--- src/rtl/tlbp_pkg.sv ---
// ----------------------------------------------------------------------------
// tlbp_pkg
// Shared types and constants of the two-level branch predictor with BTB.
// ----------------------------------------------------------------------------
package tlbp_pkg;

	localparam int NUM_REGS = 7;
	localparam int PADDR_W  = 5;

	localparam logic [2:0] REG_INDEX_BITS   = 3'd0;
	localparam logic [2:0] REG_HISTORY_BITS = 3'd1;
	localparam logic [2:0] REG_TAG_BITS     = 3'd2;
	localparam logic [2:0] REG_DEFAULT      = 3'd3;
	localparam logic [2:0] REG_GLOBAL_HIST  = 3'd4;
	localparam logic [2:0] REG_GLOBAL_TABLE = 3'd5;
	localparam logic [2:0] REG_SHARE_MODE   = 3'd6;

	localparam logic OP_PREDICT = 1'b0;
	localparam logic OP_UPDATE  = 1'b1;

	localparam logic [1:0] SHARE_PC2  = 2'd1;
	localparam logic [1:0] SHARE_PC16 = 2'd2;

	typedef struct packed {
		logic [2:0] index_bits;
		logic [3:0] history_bits;
		logic [4:0] tag_bits;
		logic [1:0] default_state;
		logic       global_history;
		logic       global_table;
		logic [1:0] share_mode;
	} cfg_t;

endpackage

--- src/rtl/tlbp_cfg.sv ---
// ----------------------------------------------------------------------------
// tlbp_cfg
// APB register file; any write to a listed register restarts the predictor.
// ----------------------------------------------------------------------------
module tlbp_cfg import tlbp_pkg::*; (
	input  logic               clk,
	input  logic               arst_n,
	input  logic               psel,
	input  logic               penable,
	input  logic               pwrite,
	input  logic [PADDR_W-1:0] paddr,
	input  logic [31:0]        pwdata,
	output logic [31:0]        prdata,
	output logic               pready,
	output cfg_t               cfg,
	output logic               init
);
	logic [2:0] idx;
	logic       wr;

	assign idx    = paddr[4:2];
	assign wr     = psel && penable && pwrite;
	assign pready = 1'b1;
	assign init   = wr && (idx < 3'(NUM_REGS));

	always_ff @(posedge clk or negedge arst_n) begin
		if (!arst_n) begin
			cfg.index_bits     <= 3'd5;
			cfg.history_bits   <= 4'd8;
			cfg.tag_bits       <= 5'd30;
			cfg.default_state  <= 2'd1;
			cfg.global_history <= 1'b0;
			cfg.global_table   <= 1'b0;
			cfg.share_mode     <= 2'd0;
		end else if (wr) begin
			case (idx)
				REG_INDEX_BITS:   cfg.index_bits     <= pwdata[2:0];
				REG_HISTORY_BITS: cfg.history_bits   <= pwdata[3:0];
				REG_TAG_BITS:     cfg.tag_bits       <= pwdata[4:0];
				REG_DEFAULT:      cfg.default_state  <= pwdata[1:0];
				REG_GLOBAL_HIST:  cfg.global_history <= pwdata[0];
				REG_GLOBAL_TABLE: cfg.global_table   <= pwdata[0];
				REG_SHARE_MODE:   cfg.share_mode     <= pwdata[1:0];
				default: ;
			endcase
		end
	end

	always_comb begin
		case (idx)
			REG_INDEX_BITS:   prdata = {29'd0, cfg.index_bits};
			REG_HISTORY_BITS: prdata = {28'd0, cfg.history_bits};
			REG_TAG_BITS:     prdata = {27'd0, cfg.tag_bits};
			REG_DEFAULT:      prdata = {30'd0, cfg.default_state};
			REG_GLOBAL_HIST:  prdata = {31'd0, cfg.global_history};
			REG_GLOBAL_TABLE: prdata = {31'd0, cfg.global_table};
			REG_SHARE_MODE:   prdata = {30'd0, cfg.share_mode};
			default:          prdata = 32'd0;
		endcase
	end
endmodule

--- config.mk ---
export PLATFORM = sky130hd
export DESIGN_NAME = tlbp_cfg
export DESIGN_NICKNAME = d
export VERILOG_FILES = /design/src/rtl/tlbp_pkg.sv /design/src/rtl/tlbp_cfg.sv
export SDC_FILE = /design/constraint.sdc
export NUM_CORES = 1
export LEC_CHECK = 0
export ABC_CLOCK_PERIOD_IN_PS = 1400
export BUFFER_PORTS_ARGS = -buffer_cell sky130_fd_sc_hd__buf_2
export CORE_UTILIZATION = 28
export CTS_CLUSTER_SIZE = 16
export DETAILED_ROUTE_END_ITERATION = 10
export PLACE_DENSITY = 0.61
export SYNTH_ARGS = -nofsm -noshare
export SYNTH_HDL_FRONTEND = slang
export SYNTH_SLANG_ARGS = --single-unit
export TNS_END_PERCENT = 100
--- constraint.sdc ---
create_clock -name clk -period 1.4 [get_ports clk]
set_clock_uncertainty 0.2 [all_clocks]
set_input_delay 0.07 -clock clk [delete_from_list [all_inputs] [get_ports clk]]
set_output_delay 0.07 -clock clk [all_outputs]
set_load 0.03 [all_outputs]
==> results of run 1 <==
-- layer usage --
metal | up-vias | wire length [um] | track usage, %
met5 | - | 0 | 0
met4 | 0 | 14 | 3.191
met3 | 2 | 129 | 1.897
met2 | 49 | 1061 | 20.54
met1 | 387 | 1062 | 13.23
li1 | 427 | - | -
-- power by group --
part           leakage (nW)  internal, W  switching [W]
Combinational         0.553     0.000311       0.000508
Sequential            0.211     0.000655      0.0000666
Clock                0.0288     0.000250       0.000172
Total                 0.793      0.00122       0.000747
-- worst register-to-register path: stages (launching register included) --
cell and delay (ps):
dfrtp_1 380, buf_4 130, mux2_2 250
-- synth_stat cells (3+ instances only) --
master,instances
mux2_2,15
mux2_4,3
buf_4,28
dfrtp_1,10
nand2_1,3
dfstp_2,8
nor2_1,6
mux2i_1,4
nand2b_1,3
a21oi_1,4
-- repair_timing --
item | 4_1_cts | 5_1_grt
buffers inserted | 4 | 1
gates resized for setup | 9 | 5
hold endpoints to repair | 36 | 0
hold buffers | 6 | 0
pin swaps | 4 | 2
endpoints found under the setup margin | 5 | 6
-- kinds of logic (layout without fill, tap and decap cells) --
logic type | after synthesis | in the layout | share of synthesized area [%]
mux | 22 | 22 | 22.11
buf+inv | 31 | 62 | 19.50
simple gates | 22 | 22 | 11.11
other cells | 2 | 28 | 0.6538
compound gates | 11 | 11 | 6.536
flops | 18 | 18 | 40.09
-- layout make-up --
class                           instances  area [um^2]
Sequential cell                        18        460.4
Multi-Input combinational cell         83        593.1
Tap cell                               48        60.06
Clock buffer                            4        55.05
Timing Repair Buffer                   58        390.4
Fill cell                             367         2240
-- final timing paths --
kind	startpoint	to	slack [ps]	cells after the start
max in group asynchronous	arst_n	cfg[8]$_DFFE_PN1P_	610	2
min in group asynchronous	arst_n	cfg[6]$_DFFE_PN0P_	70	2
max reg2reg	cfg[2]$_DFFE_PN0P_	cfg[2]$_DFFE_PN0P_	330	2
min reg2reg	cfg[13]$_DFFE_PN0P_	cfg[13]$_DFFE_PN0P_	330	1
max	cfg[8]$_DFFE_PN1P_	prdata[2]	-230	4
min	paddr[2]	cfg[3]$_DFFE_PN0P_	50	3
-- through the flow --
stage | setup TNS [ps] | power [W] | setup WS [ps] | cells | hold slack [ps]
2_1_floorplan | -439.7 | 0.001308 | -177.7 | 132 | -425.6
3_3_place_gp | -184.5 | 0.001455 | -43.65 | 196 | -187.4
3_5_place_dp | -233.8 | 0.001467 | -49.91 | 196 | -177.5
4_1_cts | -704.4 | 0.001960 | -248.8 | 210 | 47.87
5_1_grt | -856.6 | 0.002063 | -283.5 | 211 | 73.88
6_report | -604.3 | 0.001963 | -225.3 | 211 | 50.42
==> flow_summary.yaml, run 1 <==
outcome:
  status: "complete, but fails checks"
  failed_checks: "negative setup slack"
route:
  avgViaCountPerCell: 4.100
  drc: 0
  first_iter_violations: 7
  wl_per_cell_um: 10.74
  dr_total_vias: 865
  wirelength_mm: 2.267
  ant_nets: 0
  firstDrtPassIters: 4
logic_synthesis:
  synth-seq-cells: 18
  syn_area_per_cell_um2: 10.84
  yosysTopAreaCellShare_pct: 21.79
  ys_async_sr_fraction_pct: 100.0
  synth_area_leaders: "dfrtp_1, buf_4, dfstp_2"
  yosysSeqAreaShare_pct: 40.09
  ys_types: 28
  synth_edf_count: 0
  syn_area_um2: 1149
  synth_top_area_cell: "dfrtp_1"
  synth_ff_type: "dfrtp_1"
  synth_warnings: 0
  syn_inst: 106
timing:
  setup_ws_ps: -225.3
  fmax_mhz: 615.3
  grt_setup_unrepaired: "true"
  min_period_ps: 1625
  setup_viol: 4
  maxSlewViolCount: 0
  hold_viol: 0
  period_share_pct: 116.1
finish:
  regMostFlops: "cfg"
  n_antenna_cell: 0
  post_route_cells_drive_above_1_share_pct: 55.83
  top_regs: "cfg: 18 flops"
  area_growth_pct: 35.73
  largest_register_ffs: 18
  final_common_cell: "buf_2"
  final_util_pct: 41.04
  fin_area_um2: 1559
  layout_common_cells: "buf_2, conb_1, buf_4"
  layout.nets: 206
global_route:
  grt_pass1_wl_mm: 3.705
  first_global_vias: 822
  grt_util_all_layers_pct: 11.21
  grt_remaining_overflow: 0
  grt_start_max_net_pins: 19
  grt_antenna_before_repair: 0
critical_path:
  crit_buf_inv: 1
  path_cells: "mux2i_1 -> or2_4 -> a21oi_2 -> buf_6"
  cp-start-kind: "flop"
  max_stage_delay_ps: 530
  end_kind: "output port"
  crit_family: "flip-flops"
  required_ps: 1130
  cp_slowest_cell: "dfstp_2"
  worst-path-max-fanout: 2
  critPathKind: "flop to output port"
  crit_arrival_ps: 1360
floorplan:
  dieHeight_um: 66.05
  pin_count: 94
  die_area_um2: 4363
  die_w_um: 66.05
  start_util_pct: 30.24
  coreArea_um2: 3799
  rows: 22
clocking:
  clkTransAtPathRegs_ps: 70
  cts_made_buffers: 3
  cts-root-buf: "clkbuf_8"
  cts_tree: "yes"
  htree_levels: 1
  clk_latency_ps: 250
  cts.sinks: 18
  cts_max_path_buffers: 2
placed_design:
  routabilityCongestion: 0.7862
  io_buffers: 36
  dp_hpwl_mm: 1.752
  placed_area_um2: 1356
job:
  maxCapViolations: 0
pwr:
  p_per_area_nw_per_um2: 1259
  power.leakage_nw: 0.7928
  ir_worst_vdd_mv: 0.7403
worst_hold_path:
  hold_class: "input pin to flop"
(Power assumes the default switching activity.)
==> inputs of run 2 (changes only) <==
--- a/config.mk
+++ b/config.mk
@@ -10,6 +10,7 @@
 export CORE_UTILIZATION = 28
 export CTS_CLUSTER_SIZE = 16
 export DETAILED_ROUTE_END_ITERATION = 10
+export GPL_TIMING_DRIVEN = 0
 export PLACE_DENSITY = 0.61
 export SYNTH_ARGS = -nofsm -noshare
 export SYNTH_HDL_FRONTEND = slang
==> flow_summary.yaml, run 2 (same netlist as run 1, synthesis figures left out) <==
route:
  wirelength_mm: 2.447
  avgViaCountPerCell: 4.021
  ant_nets: 0
  wl_per_cell_um: 10.46
  first_iter_violations: 5
  drc: 0
  dr_total_vias: 941
  firstDrtPassIters: 2
finish:
  layout_common_cells: "buf_4, buf_2, conb_1"
  area_growth_pct: 51.42
  largest_register_ffs: 18
  fin_cells: 234
  n_antenna_cell: 0
  regMostFlops: "cfg"
  final_common_cell: "buf_4"
  final_util_pct: 45.78
  layout.nets: 229
  post_route_cells_drive_above_1_share_pct: 62.90
  top_regs: "cfg: 18 flops"
critical_path:
  crit_arrival_ps: 1370
  critPathKind: "flop to output port"
  reg2reg_depth: 2
  worst-path-max-fanout: 3
  required_ps: 1130
  cp-start-kind: "flop"
  r2r_end: "cfg[2]$_DFFE_PN0P_"
  end_kind: "output port"
  r2r_start: "cfg[2]$_DFFE_PN0P_"
  r2r_slack_ps: 320
global_route:
  grt_start_max_net_pins: 19
  first_global_vias: 857
  grt_util_all_layers_pct: 12.01
  grt_remaining_overflow: 0
  grt_pass1_wl_mm: 4.015
  grt_antenna_before_repair: 0
floorplan:
  start_util_pct: 30.24
  die_w_um: 66.05
  coreArea_um2: 3799
  dieHeight_um: 66.05
  pin_count: 94
  rows: 22
  die_area_um2: 4363
pwr:
  power.leakage_nw: 0.9125
  ir_worst_vdd_mv: 0.7385
  p_per_area_nw_per_um2: 1171
timing:
  period_share_pct: 117.0
  min_period_ps: 1638
  fmax_mhz: 610.6
  maxSlewViolCount: 0
  setup_viol: 4
  grt_setup_unrepaired: "true"
  hold_viol: 0
  setup_ws_ps: -237.7
  fin_hold_ws_ps: 61.88
placed_design:
  io_buffers: 36
  routabilityCongestion: 0.7011
  dp.cells: 216
  preCtsSetupSlack_ps: -99.71
  dp_hpwl_mm: 1.849
clocking:
  clkTransAtPathRegs_ps: 70
  htree_levels: 1
  cts_made_buffers: 3
  cts_tree: "yes"
  cts_max_path_buffers: 2
  cts.sinks: 18
  clk_latency_ps: 250
  cts-root-buf: "clkbuf_8"
outcome:
  status: "complete, but fails checks"
  failed_checks: "negative setup slack"
job:
  maxCapViolations: 0
worst_hold_path:
  hold_class: "input pin to async pin"
[run 2: area by class of cell]
class	count	area [um^2]
Buffer	31	225.2
Clock buffer	4	55.05
Fill cell	360	2059
Multi-Input combinational cell	83	608.1
Sequential cell	18	460.4
Tap cell	48	60.06
Timing Repair Buffer	50	330.3
[run 2: worst max path at each step]
stage                        start                   to  slack (ps)  depth (start not counted)
6_report       cfg[17]$_DFFE_PN1P_            prdata[2]        -240                          4
5_1_grt        cfg[17]$_DFFE_PN1P_            prdata[2]        -290                          4
4_1_cts        cfg[17]$_DFFE_PN1P_            prdata[2]        -270                          4
3_5_place_dp              paddr[4]  cfg[13]$_DFFE_PN0P_        -100                          4
3_3_place_gp              paddr[4]  cfg[13]$_DFFE_PN0P_        -110                          4
2_1_floorplan   cfg[8]$_DFFE_PN1P_            prdata[2]        -180                          3
[run 2: critical path, cell delays in order, from the launching register on]
cell	delay (ps)
dfstp_2	540
mux2i_1	70
or2_4	240
a21oi_4	120
buf_6	140
[run 2: repair_timing]
item,in CTS,in global routing
pin swaps,4,2
buffers inserted,8,0
gates resized for setup,12,7
endpoints found under the setup margin,5,6
endpoints found under the hold margin,36,0
hold buffers,6,0
[run 2: where the power goes]
group | internal, W | total [W] | leakage (nW) | switching (W)
clock network | 0.000250 | 0.000424 | 0.0288 | 0.000174
registers | 0.000656 | 0.000728 | 0.211 | 0.0000724
logic | 0.000363 | 0.000885 | 0.672 | 0.000521
total | 0.00127 | 0.00204 | 0.913 | 0.000768
[run 2: metal layers]
layer / GRT usage [%] / up-vias / routed length [um]
met4: 3.191 / 0 / 21
met3: 2.759 / 2 / 256
met2: 20.54 / 50 / 1094
met5: 0 / - / 0
met1: 15.06 / 419 / 1075
li1: - / 470 / -
[run 2: per-stage QoR]
| step | area (um^2) | total power (W) | setup TNS, ps |
|---|---|---|---|
| floorplan | 1257 | 0.001308 | -439.7 |
| global placement | 1498 | 0.001491 | -908.5 |
| detailed placement | 1498 | 0.001498 | -957.8 |
| CTS | 1717 | 0.002035 | -735.2 |
| global route | 1739 | 0.002155 | -848.6 |
| finish | 1739 | 0.002037 | -630.7 |
